## config.mk

```make
export PLATFORM = sky130hd
export DESIGN_NAME = dda_dashed_line_rasterizer_unit
export DESIGN_NICKNAME = d
export VERILOG_FILES = /design/src/design/ddl_pkg.sv /design/src/design/ddl_datapath.sv /design/src/design/ddl_controller.sv /design/src/design/dda_dashed_line_rasterizer_unit.sv
export SDC_FILE = /design/constraint.sdc
export NUM_CORES = 1
export LEC_CHECK = 0
export BUFFER_PORTS_ARGS = -buffer_cell sky130_fd_sc_hd__buf_4
export CORE_ASPECT_RATIO = 1.4
export CORE_MARGIN = 2
export CORE_UTILIZATION = 45
export DETAILED_ROUTE_END_ITERATION = 10
export PLACE_DENSITY = 0.59
export SYNTH_ARGS = -nofsm -noshare
export SYNTH_HDL_FRONTEND = slang
export SYNTH_SLANG_ARGS = --single-unit
```

## constraint.sdc

```tcl
create_clock -name clock -period 12.35 [get_ports clock]
set_clock_uncertainty 0.05 [all_clocks]
set_input_delay 1.235 -clock clock [delete_from_list [all_inputs] [get_ports clock]]
set_output_delay 1.235 -clock clock [all_outputs]
set_load 0.05 [all_outputs]
```

## src/design/ddl_pkg.sv

```systemverilog
// Shared types and constants for the dashed line rasterizer.
// No dependencies; imported by the controller, datapath and top level.
package ddl_pkg;

   localparam int DASH_BITS = 4;
   localparam logic [DASH_BITS-1:0] DASH_LENGTH_RESET = 4'd10;
   localparam logic [DASH_BITS-1:0] DASH_COUNT_RESET = 4'd1;

   localparam logic CMD_START = 1'b0;
   localparam logic CMD_STEP = 1'b1;

   typedef struct packed {
      logic start;
      logic step;
      logic div_iter;
      logic div_last;
   } ddl_cmd_type;

   typedef struct packed {
      logic line_active;
      logic zero_len;
   } ddl_status_type;

endpackage

```

## src/design/ddl_datapath.sv

```systemverilog
// Datapath of the dashed line rasterizer: endpoints, serial divider, position,
// dash counter and result register. Depends on ddl_pkg; driven by ddl_controller.
module ddl_datapath #(
   parameter int COORD_BITS = 12,
   parameter int FRAC_BITS = 16
) (
   input  logic                              clock,
   input  logic                              reset,
   input  ddl_pkg::ddl_cmd_type              cmd,
   output ddl_pkg::ddl_status_type           status,
   input  logic [COORD_BITS-1:0]             req_start_x,
   input  logic [COORD_BITS-1:0]             req_start_y,
   input  logic [COORD_BITS-1:0]             req_end_x,
   input  logic [COORD_BITS-1:0]             req_end_y,
   input  logic                              req_dashed,
   input  logic                              csr_write_enable,
   input  logic [ddl_pkg::DASH_BITS-1:0]     csr_write_data,
   output logic [COORD_BITS-1:0]             rsp_pixel_x,
   output logic [COORD_BITS-1:0]             rsp_pixel_y,
   output logic                              rsp_visible,
   output logic                              rsp_last
);
   import ddl_pkg::*;

   localparam int C = COORD_BITS;
   localparam int F = FRAC_BITS;
   localparam int POS_W = C + F;
   localparam int INC_W = C + F + 1;

   logic [C:0]           dx_w, dy_w;
   logic                 dx_neg, dy_neg;
   logic [C-1:0]         adx, ady, steps;

   logic [POS_W-1:0]     pos_x_ff, pos_y_ff, pos_x_in, pos_y_in;
   logic [INC_W-1:0]     inc_x_ff, inc_y_ff, inc_x_in, inc_y_in;
   logic [C-1:0]         steps_left_ff, steps_left_in;
   logic [DASH_BITS-1:0] dash_count_ff, dash_count_in, dash_inc;
   logic                 draw_on_ff, draw_on_in;
   logic                 dash_mode_ff, dash_mode_in;
   logic                 line_active_ff, line_active_in;
   logic [DASH_BITS-1:0] dash_length_ff;

   logic [C:0]           rem_x_ff, rem_y_ff, rem_x_in, rem_y_in, diff_x, diff_y;
   logic [C-1:0]         div_ff;
   logic [F:0]           quo_x_ff, quo_y_ff, quo_x_next, quo_y_next;
   logic                 neg_x_ff, neg_y_ff;
   logic                 ge_x, ge_y;
   logic [INC_W-1:0]     ext_x, ext_y;

   logic [POS_W-1:0]     sum_x, sum_y;

   logic [C-1:0]         pix_x_ff, pix_y_ff;
   logic                 vis_ff, last_ff;

   assign dx_w   = {1'b0, req_end_x} - {1'b0, req_start_x};
   assign dy_w   = {1'b0, req_end_y} - {1'b0, req_start_y};
   assign dx_neg = dx_w[C];
   assign dy_neg = dy_w[C];
   assign adx    = dx_neg ? (~dx_w[C-1:0] + 1'b1) : dx_w[C-1:0];
   assign ady    = dy_neg ? (~dy_w[C-1:0] + 1'b1) : dy_w[C-1:0];
   assign steps  = (adx > ady) ? adx : ady;

   assign status.zero_len    = (steps == '0);
   assign status.line_active = line_active_ff;

   assign ge_x       = rem_x_ff >= {1'b0, div_ff};
   assign ge_y       = rem_y_ff >= {1'b0, div_ff};
   assign diff_x     = ge_x ? rem_x_ff - {1'b0, div_ff} : rem_x_ff;
   assign diff_y     = ge_y ? rem_y_ff - {1'b0, div_ff} : rem_y_ff;
   assign quo_x_next = {quo_x_ff[F-1:0], ge_x};
   assign quo_y_next = {quo_y_ff[F-1:0], ge_y};
   assign ext_x      = {{C{1'b0}}, quo_x_next};
   assign ext_y      = {{C{1'b0}}, quo_y_next};

   // position is held with the rounding half already added
   assign sum_x    = pos_x_ff + inc_x_ff[POS_W-1:0];
   assign sum_y    = pos_y_ff + inc_y_ff[POS_W-1:0];
   assign dash_inc = dash_count_ff + 1'b1;

   always_comb begin
      pos_x_in       = pos_x_ff;
      pos_y_in       = pos_y_ff;
      inc_x_in       = inc_x_ff;
      inc_y_in       = inc_y_ff;
      steps_left_in  = steps_left_ff;
      dash_count_in  = dash_count_ff;
      draw_on_in     = draw_on_ff;
      dash_mode_in   = dash_mode_ff;
      line_active_in = line_active_ff;
      rem_x_in       = rem_x_ff;
      rem_y_in       = rem_y_ff;
      if (cmd.start) begin
         pos_x_in       = {req_start_x, 1'b1, {(F-1){1'b0}}};
         pos_y_in       = {req_start_y, 1'b1, {(F-1){1'b0}}};
         steps_left_in  = steps;
         dash_count_in  = DASH_COUNT_RESET;
         draw_on_in     = 1'b1;
         dash_mode_in   = req_dashed;
         line_active_in = (steps != '0);
         rem_x_in       = {1'b0, adx};
         rem_y_in       = {1'b0, ady};
      end else if (cmd.step) begin
         pos_x_in      = sum_x;
         pos_y_in      = sum_y;
         steps_left_in = steps_left_ff - 1'b1;
         if (dash_inc == dash_length_ff) begin
            dash_count_in = '0;
            draw_on_in    = ~draw_on_ff;
         end else begin
            dash_count_in = dash_inc;
         end
         if (steps_left_ff == {{(C-1){1'b0}}, 1'b1}) begin
            line_active_in = 1'b0;
         end
      end else if (cmd.div_iter) begin
         rem_x_in = {diff_x[C-1:0], 1'b0};
         rem_y_in = {diff_y[C-1:0], 1'b0};
         if (cmd.div_last) begin
            inc_x_in = neg_x_ff ? (~ext_x + 1'b1) : ext_x;
            inc_y_in = neg_y_ff ? (~ext_y + 1'b1) : ext_y;
         end
      end
   end

   always_ff @(posedge clock) begin
      if (reset) begin
         dash_count_ff  <= DASH_COUNT_RESET;
         draw_on_ff     <= 1'b1;
         dash_mode_ff   <= 1'b0;
         line_active_ff <= 1'b0;
         dash_length_ff <= DASH_LENGTH_RESET;
      end else begin
         dash_count_ff  <= dash_count_in;
         draw_on_ff     <= draw_on_in;
         dash_mode_ff   <= dash_mode_in;
         line_active_ff <= line_active_in;
         if (csr_write_enable) begin
            dash_length_ff <= csr_write_data;
         end
      end
   end

   always_ff @(posedge clock) begin
      pos_x_ff      <= pos_x_in;
      pos_y_ff      <= pos_y_in;
      inc_x_ff      <= inc_x_in;
      inc_y_ff      <= inc_y_in;
      steps_left_ff <= steps_left_in;
      rem_x_ff      <= rem_x_in;
      rem_y_ff      <= rem_y_in;
      if (cmd.start) begin
         div_ff   <= steps;
         neg_x_ff <= dx_neg;
         neg_y_ff <= dy_neg;
         quo_x_ff <= '0;
         quo_y_ff <= '0;
      end else if (cmd.div_iter) begin
         quo_x_ff <= quo_x_next;
         quo_y_ff <= quo_y_next;
      end
   end

   always_ff @(posedge clock) begin
      if (cmd.start) begin
         pix_x_ff <= req_start_x;
         pix_y_ff <= req_start_y;
         vis_ff   <= 1'b1;
         last_ff  <= (steps == '0);
      end else if (cmd.step) begin
         pix_x_ff <= sum_x[POS_W-1:F];
         pix_y_ff <= sum_y[POS_W-1:F];
         vis_ff   <= ~dash_mode_ff | draw_on_ff;
         last_ff  <= (steps_left_ff == {{(C-1){1'b0}}, 1'b1});
      end
   end

   assign rsp_pixel_x = pix_x_ff;
   assign rsp_pixel_y = pix_y_ff;
   assign rsp_visible = vis_ff;
   assign rsp_last    = last_ff;

endmodule

```

## src/design/ddl_controller.sv

```systemverilog
// Controller of the dashed line rasterizer: handshakes and division sequencing.
// Depends on ddl_pkg; commands ddl_datapath through ddl_cmd_type.
module ddl_controller #(
   parameter int FRAC_BITS = 16
) (
   input  logic                    clock,
   input  logic                    reset,
   input  logic                    req_valid,
   output logic                    req_ready,
   input  logic                    req_command,
   output logic                    rsp_valid,
   input  logic                    rsp_ready,
   output ddl_pkg::ddl_cmd_type    cmd,
   input  ddl_pkg::ddl_status_type status
);
   import ddl_pkg::*;

   localparam int CNT_W = $clog2(FRAC_BITS + 1);
   localparam logic [CNT_W-1:0] CNT_LAST = CNT_W'(FRAC_BITS);

   localparam logic ST_IDLE = 1'b0;
   localparam logic ST_DIV  = 1'b1;

   logic             state_ff, state_in;
   logic [CNT_W-1:0] cnt_ff, cnt_in;
   logic             rsp_valid_ff, rsp_valid_in;
   logic             accept, emit;

   assign req_ready = (state_ff == ST_IDLE) && (!rsp_valid_ff || rsp_ready);
   assign accept    = req_valid && req_ready;

   always_comb begin
      cmd.start    = accept && (req_command == CMD_START);
      cmd.step     = accept && (req_command == CMD_STEP) && status.line_active;
      cmd.div_iter = (state_ff == ST_DIV);
      cmd.div_last = (state_ff == ST_DIV) && (cnt_ff == CNT_LAST);
   end

   assign emit = cmd.start || cmd.step;

   always_comb begin
      state_in     = state_ff;
      cnt_in       = cnt_ff;
      rsp_valid_in = rsp_valid_ff;
      if (rsp_valid_ff && rsp_ready) begin
         rsp_valid_in = 1'b0;
      end
      if (emit) begin
         rsp_valid_in = 1'b1;
      end
      case (state_ff)
         ST_IDLE: begin
            if (cmd.start && !status.zero_len) begin
               state_in = ST_DIV;
               cnt_in   = '0;
            end
         end
         ST_DIV: begin
            if (cnt_ff == CNT_LAST) begin
               state_in = ST_IDLE;
            end else begin
               cnt_in = cnt_ff + 1'b1;
            end
         end
         default: begin
            state_in = ST_IDLE;
         end
      endcase
   end

   always_ff @(posedge clock) begin
      if (reset) begin
         state_ff     <= ST_IDLE;
         cnt_ff       <= '0;
         rsp_valid_ff <= 1'b0;
      end else begin
         state_ff     <= state_in;
         cnt_ff       <= cnt_in;
         rsp_valid_ff <= rsp_valid_in;
      end
   end

   assign rsp_valid = rsp_valid_ff;

   a_no_accept_in_div: assert property (@(posedge clock) disable iff (reset)
      (state_ff == ST_DIV) |-> !req_ready)
      else $error("request taken during division");

   a_no_overwrite: assert property (@(posedge clock) disable iff (reset)
      (rsp_valid_ff && !rsp_ready) |-> !emit)
      else $error("pending result overwritten");

   a_div_runs: assert property (@(posedge clock) disable iff (reset)
      ((state_ff == ST_DIV) && (cnt_ff != CNT_LAST)) |=> (state_ff == ST_DIV))
      else $error("division ended early");

   a_div_ends: assert property (@(posedge clock) disable iff (reset)
      cmd.div_last |=> (state_ff == ST_IDLE))
      else $error("division did not end");

endmodule

```

## src/design/dda_dashed_line_rasterizer_unit.sv

```systemverilog
// Top level of the DDA dashed line rasterizer.
// Depends on ddl_pkg, ddl_controller and ddl_datapath.
//
//   channel   direction   handshake                 payload
//   req       in          req_valid / req_ready     command, endpoints, dashed
//   rsp       out         rsp_valid / rsp_ready     pixel x/y, visible, last
//   csr       in          csr_write_enable          dash_length
//
// Step commands give a pixel per cycle while rsp_ready stays high.
// A start command emits its first pixel at once, then the serial divider runs
// with req_ready low until the increments are set; a zero-length line skips the divider.
// Reset is synchronous; no clearing pass. A stalled result blocks new requests.
module dda_dashed_line_rasterizer_unit #(
   parameter int COORD_BITS = 12,
   parameter int FRAC_BITS = 16
) (
   input  logic                          clock,
   input  logic                          reset,
   input  logic                          req_valid,
   output logic                          req_ready,
   input  logic                          req_command,
   input  logic [COORD_BITS-1:0]         req_start_x,
   input  logic [COORD_BITS-1:0]         req_start_y,
   input  logic [COORD_BITS-1:0]         req_end_x,
   input  logic [COORD_BITS-1:0]         req_end_y,
   input  logic                          req_dashed,
   output logic                          rsp_valid,
   input  logic                          rsp_ready,
   output logic [COORD_BITS-1:0]         rsp_pixel_x,
   output logic [COORD_BITS-1:0]         rsp_pixel_y,
   output logic                          rsp_visible,
   output logic                          rsp_last,
   input  logic                          csr_write_enable,
   input  logic [ddl_pkg::DASH_BITS-1:0] csr_write_data
);
   import ddl_pkg::*;

   ddl_cmd_type    cmd;
   ddl_status_type status;

   ddl_controller #(
      .FRAC_BITS(FRAC_BITS)
   ) u_ctrl (
      .clock       (clock),
      .reset       (reset),
      .req_valid   (req_valid),
      .req_ready   (req_ready),
      .req_command (req_command),
      .rsp_valid   (rsp_valid),
      .rsp_ready   (rsp_ready),
      .cmd         (cmd),
      .status      (status)
   );

   ddl_datapath #(
      .COORD_BITS(COORD_BITS),
      .FRAC_BITS (FRAC_BITS)
   ) u_dp (
      .clock            (clock),
      .reset            (reset),
      .cmd              (cmd),
      .status           (status),
      .req_start_x      (req_start_x),
      .req_start_y      (req_start_y),
      .req_end_x        (req_end_x),
      .req_end_y        (req_end_y),
      .req_dashed       (req_dashed),
      .csr_write_enable (csr_write_enable),
      .csr_write_data   (csr_write_data),
      .rsp_pixel_x      (rsp_pixel_x),
      .rsp_pixel_y      (rsp_pixel_y),
      .rsp_visible      (rsp_visible),
      .rsp_last         (rsp_last)
   );

endmodule
```

==> results of run 1 <==
-- final timing paths --
check / endpoint / slack (ps) / cells past startpoint
max: u_ctrl.cnt_ff[1]$_SDFFE_PP0P_ / 5850 / 22
min reg2reg: u_dp.dash_mode_ff$_SDFFE_PP0P_ / 400 / 2
max reg2reg: u_dp.inc_x_ff[16]$_DFFE_PP_ / 7800 / 15
min: u_dp.dash_mode_ff$_SDFFE_PP0P_ / 400 / 2
-- layout make-up --
type                       instances  area, um^2
fill                            3232       16500
multi-input combinational       1322        8770
sequential                       240        6360
clock buffer                      38         808
timing repair buffer              96         721
tap                              451         564
inverter                          85         322
clock inverter                    10         144
-- through the flow --
| stage | cell area (um^2) | utilization, % | power [uW] | std cells |
|---|---|---|---|---|
| after global placement | 16700 | 48.9 | 2340 | 2194 |
| after detailed placement | 16700 | 48.9 | 2360 | 2194 |
| final | 17700 | 51.7 | 3200 | 2242 |
| after global routing | 17700 | 51.7 | 3410 | 2242 |
| after floorplan | 15700 | - | 2020 | 1709 |
| after CTS | 17700 | 51.7 | 3220 | 2242 |
-- critical path, cell delays in order --
cell and delay (ps):
buf_4 110, ha_1 230, fa_1 400, nand2b_1 170
a21oi_1 220, xor2_1 180, a2111oi_0 840, nand2_1 100
o31ai_1 290, xor2_1 310, inv_1 80, ha_1 320
nand4_1 140, a211oi_1 320, o31a_1 500, nand2_1 90
mux2_2 280, a21oi_1 160, nand3b_1 140, o41ai_4 530
nand3_1 140, a21oi_1 160
-- layout by cell type, fill, tap and decap left out, drive strengths merged, types with 6 or more instances in the layout --
cell type    n
or4          7
nand2      214
o41a        11
a21o        40
nand4       11
and3        11
nand3       31
a21oi      127
a211oi      17
nor4        14
inv         84
xor2        47
buf         96
o31a        13
clkinv       8
mux2i       20
and2        17
ha         123
nor2       131
a311oi       6
o21a        21
xnor2       90
a31oi       15
fa           6
o21ai      134
nor2b       26
or3          9
o211ai      11
o31ai       19
dfxtp       85
edfxtp     155
nand2b      20
o41ai       11
nand3b       6
a21boi      11
nor3        32
clkbuf      38
or2          6
o21bai       6
-- power breakdown --
part | internal [uW] | switching (uW)
Combinational | 502 | 779
Sequential | 1010 | 55.0
Clock | 518 | 335
-- cells in the mapped netlist (7+ instances only) --
cell	number
dfxtp_1	85
nor3_1	32
o31a_1	13
and3_1	11
o31ai_1	19
nor2_1	131
o41a_1	11
nand2_1	214
nand3_1	31
o211ai_1	11
buf_1	11
xnor2_1	90
nand4_1	11
a31oi_1	15
ha_1	123
a21oi_1	127
o21ai_0	133
nor2b_1	26
edfxtp_1	155
inv_1	80
nor4_1	14
a21boi_0	11
nand2b_1	20
or4_1	7
and2_1	17
or3_1	9
xor2_1	47
a21o_1	40
o21a_1	21
mux2i_1	20
clkbuf_1	50
a211oi_1	16
o41ai_1	8
-- flip-flops by register name, summed over array words and instances (netlist names), 4 cells and up --
register             cells
u_dp.inc_x_ff           28
u_dp.inc_y_ff           28
u_dp.pos_x_ff           28
u_dp.pos_y_ff           28
u_dp.quo_x_ff           16
u_dp.quo_y_ff           16
u_dp.rem_x_ff           13
u_dp.rem_y_ff           13
u_dp.div_ff             12
u_dp.rsp_pixel_x        12
u_dp.rsp_pixel_y        12
u_dp.steps_left_ff      12
u_ctrl.cnt_ff            5
u_dp.dash_count_ff       4
u_dp.dash_length_ff      4
-- cell families after synthesis --
| kind of cell | synth area share (%) |
|---|---|
| XOR/XNOR | 7.65 |
| AO/OA/AOI/OAI | 20.0 |
| adder cells (fa/ha/maj) | 10.6 |
| flip-flops | 40.5 |
| buffers and inverters | 3.53 |
| AND/OR/NAND/NOR | 16.0 |
| multiplexers | 1.66 |
-- routing by layer --
| metal | routed length, um | GRT usage, % | vias to the layer above |
|---|---|---|---|
| met4 | 1500 | 8.48 | 0 |
| met1 | 17500 | 27.6 | 6051 |
| li1 | - | - | 6344 |
| met5 | 0 | 0 | - |
| met2 | 20200 | 40.2 | 283 |
| met3 | 1620 | 2.36 | 65 |
==> impl_metrics.csv, run 1 <==
group,metric,value,unit
cts,cts_hold_buf,0,
cts,cts_sinks,240,
floorplan,pin_count,87,
cts,clkTransAtPathRegs,60,ps
timing,slew_headroom,24.7,%
synthesis,synth_edf_count,155,
timing,max_freq,154,MHz
cts,cts_resized,0,
floorplan,die_w,162,um
worst_setup_path,crit_path_end_kind,"flop",
synthesis,synth_top_cell_by_area,"edfxtp_1",
grt,antenna_found_initial,0,
synthesis,syn_area_per_cell,9.18,um^2
cts,root_buffer,"clkbuf_16",
run,cap_violations,0,
floorplan,design.core.area,34200,um^2
floorplan,die_h,225,um
cts,numCtsBuffers,26,
synthesis,synthTopCellsByArea,"edfxtp_1 (30%), dfxtp_1 (11%), ha_1 (9.8%), nand2_1 (5.1%), xnor2_1 (5.0%)",
worst_setup_path,crit_path_start,"req_start_x[0]",
timing,worst_pin_slew,1130,ps
grt,grt_pass1_wl,65.2,mm
status,run_status,"completed",
synthesis,syn_nets,1897,
place,dpl.hpwl,30.1,mm
floorplan,dieArea,36400,um^2
timing,setup_viol,0,
drt,drt-pass1-iter-count,5,
cts,clk_path_buf_depth,3,
timing,drv_slew,0,
drt,routed_wl,40.8,mm
synthesis,yosysWarnings,0,
timing,rsz0062_at_grt,"no",
timing,tns,0,ps
synthesis,ys_types,70,
place,gp_congestion,0.890,
finish,nets,1959,
timing,fin_hold_ws,403,ps
power,leakage,0.00702,uW
synthesis,synth-main-ff-cell,"edfxtp_1",
hold_path,hp-start,"u_dp.dash_mode_ff$_SDFFE_PP0P_",
drt,drt_iter0_markers,817,
finish,diodes,0,
synthesis,synth_top_area_share,29.7,%
worst_setup_path,regToRegStartpoint,"u_dp.div_ff[1]$_DFFE_PP_",
synthesis,ys_async_sr_fraction,0,%
synthesis,ys_ff_latch,240,
grt,grt-ovfl-total,0,
worst_setup_path,cp_max_fo,13,
cts,clk_latency,560,ps
drt,ant_nets,0,
drt,via_count,12700,
cts,htreeDepth,1,
cts,cts_tree,"yes",
grt,grt_pass1_vias,12500,
power,power_density,181,nW/um^2
synthesis,yosysSeqAreaShare,40.5,%
grt,grt_max_degree,72,
power,peakVddDrop,0.120,mV
hold_path,hold_class,"flop to flop",
worst_setup_path,required,12790,ps
place,io_buffers,86,
grt,grtUsageTotal,22.4,%
synthesis,syn_area,15700,um^2
timing,hold_viol_final,0,
worst_setup_path,critPathKind,"input pin to flop",
finish,area_delta_synth_final,12.8,%
timing,post-route-min-period,6500,ps
worst_setup_path,critPathLaunchType,"input pin",
synthesis,syn_inst,1709,
timing,setup_ws,5850,ps
timing,finalCritPeriodShare,52.6,%
worst_setup_path,arrival,6940,ps
place,place_ws,5390,ps
drt,drc,0,
drt,routed_via_density,5.68,
cts,cts_setup_buffers,0,
drt,wl_per_cell,18.2,um
finish,drive_gt1_share,9.16,%
floorplan,start_util,45.8,%
floorplan,std_cell_rows,80,
(Power assumes the default switching activity.)
==> run 2: changes to the inputs <==
- clock period: 12.35 -> 6.5 ns (I/O delays scaled with it)
==> run 2 against run 1 <==
Combinational power rose by 91%. Global-route usage fell by 0.40 points. Critical path type unchanged. Clock power rose by 66%. Die area did not move.
==> impl_metrics.csv, run 2 (synthesis gave the netlist of run 1 again) <==
group,metric,value,unit
drt,drc,0,
power,seq_power_share,34.5,%
worst_setup_path,crit_path_max_incr_delay,560,ps
timing,drv_slew,0,
place,place_ws,52.1,ps
timing,setup_ws,691,ps
timing,slew_headroom,28.4,%
hold_path,hold_class,"input pin to flop",
place,io_buffers,86,
status,run_status,"completed",
cts,cts_tree,"yes",
finish,utilization,51.4,%
timing,max_freq,172,MHz
cts,numCtsBuffers,26,
power,switching_share,37.1,%
timing,setup_viol,0,
worst_setup_path,crit_path_end_kind,"flop",
finish,layout_commonest_cell,"nand2_1",
worst_setup_path,crit_buf_inv,2,
drt,via_count,12700,
timing,worst_pin_slew,1070,ps
hold_path,hp-start,"csr_write_data[3]",
worst_setup_path,r2r_slack,2020,ps
worst_setup_path,critPathKind,"input pin to flop",
worst_setup_path,path_cells,"buf_4, ha_1, fa_1, nand2b_1, a21o_1, or4_1, a211oi_2, nor3_1, o31ai_1, xor2_1, inv_1, ha_1, nand4_1, a211oi_1, o31a_1, nand2b_1, mux2_2, a21oi_1, nand3b_1, o41ai_4, nand3_1, a21oi_1",
power,leakage,0.00699,uW
worst_setup_path,arrival,6220,ps
grt,grtUsageTotal,22.0,%
timing,post-route-min-period,5810,ps
finish,mostFrequentLayoutCells,"nand2_1 (214), edfxtp_1 (155), o21ai_0 (133)",
grt,grt_pass1_vias,12200,
cts,clk_latency,540,ps
drt,routed_via_density,5.63,
cts,clkTransAtPathRegs,60,ps
cts,cts_sinks,240,
power,p_clk_share,24.1,%
worst_setup_path,slowest_stage,"or4_1",
finish,nets,1967,
hold_path,hold_depth,2,
floorplan,start_util,45.8,%
worst_setup_path,regToRegEndpoint,"u_dp.inc_x_ff[16]$_DFFE_PP_",
grt,grt_max_degree,63,
place,gp_congestion,0.879,
drt,ant_nets,0,
floorplan,die_w,162,um
power,power_switching,2180,uW
power,combPwrFrac,41.5,%
cts,clk_path_buf_depth,3,
run,cap_violations,0,
floorplan,design.core.area,34200,um^2
drt,drt-pass1-iter-count,5,
hold_path,min_to,"u_dp.dash_length_ff[3]$_SDFFE_PP1P_",
cts,htreeDepth,1,
worst_setup_path,regToRegStartpoint,"u_dp.div_ff[1]$_DFFE_PP_",
place,dpl.hpwl,30.0,mm
power,p_int,3700,uW
grt,antenna_found_initial,0,
timing,tns,0,ps
drt,routed_wl,40.3,mm
finish,area_delta_synth_final,12.3,%
timing,rsz0062_at_grt,"no",
floorplan,dieArea,36400,um^2
power,power_density,334,nW/um^2
worst_setup_path,cp_max_fo,13,
worst_setup_path,crit_family,"compound AO/OA/AOI/OAI gates",
finish,finalNonFillerCells,2251,
finish,n_fill_cell,3269,
worst_setup_path,critPathLaunchType,"input pin",
drt,wl_per_cell,17.9,um
worst_setup_path,r2r_cells,15,
drt,drt_iter0_markers,808,
power,peakVddDrop,0.236,mV
cts,root_buffer,"clkbuf_16",
grt,grt_pass1_wl,64.1,mm
timing,hold_viol_final,0,
worst_setup_path,required,6910,ps
floorplan,std_cell_rows,80,
place,dp.cells,2202,
finish,drive_gt1_share,9.12,%
grt,grt-ovfl-total,0,
floorplan,die_h,225,um
floorplan,pin_count,87,
timing,finalCritPeriodShare,89.4,%
[run 2: per-stage QoR]
| stage | area, um^2 | total power [uW] | hold slack (ps) |
|---|---|---|---|
| 5_1_grt | 17600 | 6290 | 245 |
| 6_report | 17600 | 5880 | 271 |
| 3_5_place_dp | 16800 | 4480 | 394 |
| 2_1_floorplan | 15700 | 3840 | 376 |
| 3_3_place_gp | 16800 | 4450 | 391 |
| 4_1_cts | 17600 | 5920 | 244 |
[run 2: per-layer routing]
metal / vias to the layer above / global-route usage, % / wire length [um]
li1: 6366 / - / -
met1: 6035 / 27.8 / 17900
met4: 0 / 7.37 / 1260
met2: 219 / 39.4 / 20000
met3: 64 / 1.88 / 1190
met5: - / 0 / 0
[run 2: area by class of cell]
type                    instances  area [um^2]  area share [%]
clock buffers                  35          716            4.07
repair buffers                104          781            4.43
clock inverters                13         88.8           0.505
inverters                      85          322            1.83
multi-input cells            1322         8770            49.8
diodes                          1         2.50          0.0142
flip-flops and latches        240         6360            36.1
well taps                     451          564            3.21
[run 2: worst max-delay path by stage]
stage | startpoint | end | slack, ps | depth (start not counted)
floorplan | req_end_x[0] | u_ctrl.cnt_ff[1]$_SDFFE_PP0P_ | 870 | 23
global placement | req_start_x[0] | u_ctrl.cnt_ff[1]$_SDFFE_PP0P_ | 260 | 21
detailed placement | req_start_x[0] | u_ctrl.cnt_ff[1]$_SDFFE_PP0P_ | 50 | 21
CTS | req_start_x[0] | u_ctrl.cnt_ff[1]$_SDFFE_PP0P_ | 590 | 21
global route | req_start_x[0] | u_ctrl.cnt_ff[1]$_SDFFE_PP0P_ | 70 | 21
finish | req_start_x[0] | u_ctrl.cnt_ff[1]$_SDFFE_PP0P_ | 690 | 22
[run 2: what timing repair did]
| item | 4_1_cts | 5_1_grt |
|---|---|---|
| resized for setup | 0 | 1 |
| hold buffers | 0 | 0 |
| setup endpoints to repair | 0 | 6 |
| buffers inserted | 0 | 0 |
[run 2: power groups by stage]
stage               Combinational, uW  Clock, uW  Sequential, uW
floorplan                        1770          0            2070
detailed placement               2420          0            2060
global route                     2730       1510            2050
finish                           2440       1420            2030
global placement                 2400          0            2060
CTS                              2440       1450            2030
[run 2: worst reg2reg max path: stages (launching register included)]
cell and delay (ps):
edfxtp_1 440, inv_1 100, ha_1 340, nor2b_1 140, o21ai_0 210, a21oi_1 120, o21ai_0 320, a211oi_1 160
o31a_1 320, o21ai_0 200, and2_1 610, ha_1 310, nand3b_1 130, or2_2 410, o31ai_1 270, xnor2_1 90
==> run 3: changes to the inputs <==
- MAX_ROUTING_LAYER: unset -> met4
- REMOVE_ABC_BUFFERS: unset -> 1
==> run 3 against run 2 <==
Die area unchanged. Critical path depth unchanged. Design area increased by 0.76%. Combinational power increased by 2%. Flip-flop and latch count unchanged. Via count unchanged. Register-to-register slack got worse by 310 ps. Largest power group unchanged.
==> impl_metrics.csv, run 3 (synthesis gave the netlist of run 1 again) <==
group,metric,value,unit
status,run_status,"completed",
drt,wl_per_cell,18.7,um
power,switching_share,37.1,%
power,finalPower,6070,uW
cts,root_buffer,"clkbuf_16",
worst_setup_path,path_cells,"buf_4, ha_1, fa_1, nand2b_1, a21oi_1, o31ai_1, o311ai_0, nand4b_1, o31ai_1, xor2_1, ha_1, a21oi_1, nand2_1, a21o_1, o31a_1, a221oi_1, o22ai_1, a21oi_1, nand3b_1, o41ai_4, nand2b_1, nor2_1",
drt,routed_wl,42.4,mm
power,combPwrFrac,41.1,%
drt,routed_via_density,5.61,
power,p_int,3820,uW
grt,grt_pass1_vias,12500,
grt,grt_max_degree,69,
worst_setup_path,regToRegEndpoint,"u_dp.inc_x_ff[16]$_DFFE_PP_",
timing,worst_pin_slew,1080,ps
timing,fin_hold_ws,244,ps
power,leakage,0.00706,uW
power,power_switching,2250,uW
worst_setup_path,cpMostUsedCell,"a21oi_1",
drt,ant_nets,0,
worst_setup_path,crit_buf_inv,1,
cts,cts_resized,0,
worst_setup_path,cp_max_fo,6,
worst_setup_path,r2r_cells,15,
worst_setup_path,slowest_stage,"o41ai_4",
cts,cts_setup_buffers,0,
place,io_buffers,86,
cts,clk_latency,560,ps
worst_setup_path,crit_path_max_incr_delay,550,ps
finish,drive_gt1_share,9.68,%
worst_setup_path,crit_family,"compound AO/OA/AOI/OAI gates",
worst_setup_path,endpoint,"u_ctrl.cnt_ff[2]$_SDFFE_PP0P_",
place,dpl.hpwl,31.2,mm
cts,htreeDepth,1,
finish,area_delta_synth_final,13.1,%
floorplan,dieArea,36400,um^2
power,peakVddDrop,0.208,mV
timing,setup_viol,0,
grt,grtUsageTotal,24.0,%
timing,finalCritPeriodShare,88.7,%
place,postPlaceCellArea,16800,um^2
worst_setup_path,critPathLaunchType,"input pin",
cts,clkTransAtPathRegs,60,ps
timing,slew_headroom,27.8,%
cts,cts_sinks,240,
worst_setup_path,crit_path_start,"req_start_y[0]",
hold_path,hold_class,"input pin to flop",
finish,mostFrequentLayoutCells,"nand2_1 (214), edfxtp_1 (155), o21ai_0 (133)",
finish,n_fill_cell,3275,
drt,via_count,12700,
drt,drt-pass1-iter-count,5,
worst_setup_path,regToRegStartpoint,"u_dp.div_ff[1]$_DFFE_PP_",
cts,clk_path_buf_depth,3,
grt,antenna_found_initial,1,
timing,drv_slew,0,
worst_setup_path,critPathKind,"input pin to flop",
place,gp_congestion,0.939,
finish,design_area,17700,um^2
worst_setup_path,required,6930,ps
timing,post-route-min-period,5760,ps
floorplan,die_w,162,um
cts,cts_tree,"yes",
power,seq_power_share,33.4,%
power,p_clk_share,25.5,%
finish,nets,1974,
power,power_density,342,nW/um^2
hold_path,hold_depth,2,
timing,tns,0,ps
finish,layout_commonest_cell,"nand2_1",
worst_setup_path,crit_cells,22,
cts,numCtsBuffers,27,
run,cap_violations,0,
cts,cts_hold_buf,0,
worst_setup_path,r2r_slack,1710,ps
timing,max_freq,173,MHz
floorplan,std_cell_rows,80,
floorplan,die_h,225,um
grt,grt_pass1_wl,66.9,mm
floorplan,design.core.area,34200,um^2
worst_setup_path,arrival,6200,ps
floorplan,pin_count,87,
worst_setup_path,crit_path_end_kind,"flop",
drt,drt_iter0_markers,760,
floorplan,start_util,45.8,%
grt,grt-ovfl-total,0,
timing,hold_viol_final,0,
timing,rsz0062_at_grt,"no",
drt,drc,0,
-- run 3: metal layers --
metal  global-route usage [%]  up-vias  routed length [um]
li1                         -     6380                   -
met4                     10.0        0                1830
met3                     2.25       94                1370
met5                        -        -                   0
met2                     41.6      227               21100
met1                     28.5     5983               18100
-- run 3: power groups by stage --
stage	clock network (uW)	logic, uW	registers (uW)
2_1_floorplan	0	1730	2080
3_3_place_gp	0	2440	2050
3_5_place_dp	0	2480	2060
4_1_cts	1580	2500	2030
5_1_grt	1630	2770	2050
6_report	1550	2490	2030
-- run 3: how the worst min path moves through the flow --
stage,start,to,slack [ps]
global route,csr_write_data[3],u_dp.dash_length_ff[3]$_SDFFE_PP1P_,250
CTS,csr_write_data[3],u_dp.dash_length_ff[3]$_SDFFE_PP1P_,220
global placement,u_dp.pos_y_ff[12]$_SDFFE_PP0P_,u_dp.pos_y_ff[12]$_SDFFE_PP0P_,390
detailed placement,u_dp.dash_mode_ff$_SDFFE_PP0P_,u_dp.dash_mode_ff$_SDFFE_PP0P_,390
floorplan,u_dp.dash_mode_ff$_SDFFE_PP0P_,u_dp.dash_mode_ff$_SDFFE_PP0P_,380
finish,csr_write_data[3],u_dp.dash_length_ff[3]$_SDFFE_PP1P_,240
-- run 3: final cells by class --
class                   count  area [um^2]  share of cell area (%)
repair buffers            110          826                    4.66
clock buffers              42          815                    4.59
diodes                      1         2.50                  0.0141
multi-input cells        1322         8770                    49.5
well taps                 451          564                    3.18
inverters                  85          322                    1.81
clock inverters             8         80.1                   0.451
flip-flops and latches    240         6360                    35.8
-- run 3: stage by stage --
step | utilization (%) | setup WS, ps | cells
6_report | 51.8 | 736 | 2259
3_3_place_gp | 49.2 | 400 | 2208
5_1_grt | 51.8 | 377 | 2259
3_5_place_dp | 49.2 | 220 | 2208
4_1_cts | 51.8 | 818 | 2258
2_1_floorplan | - | 307 | 1647
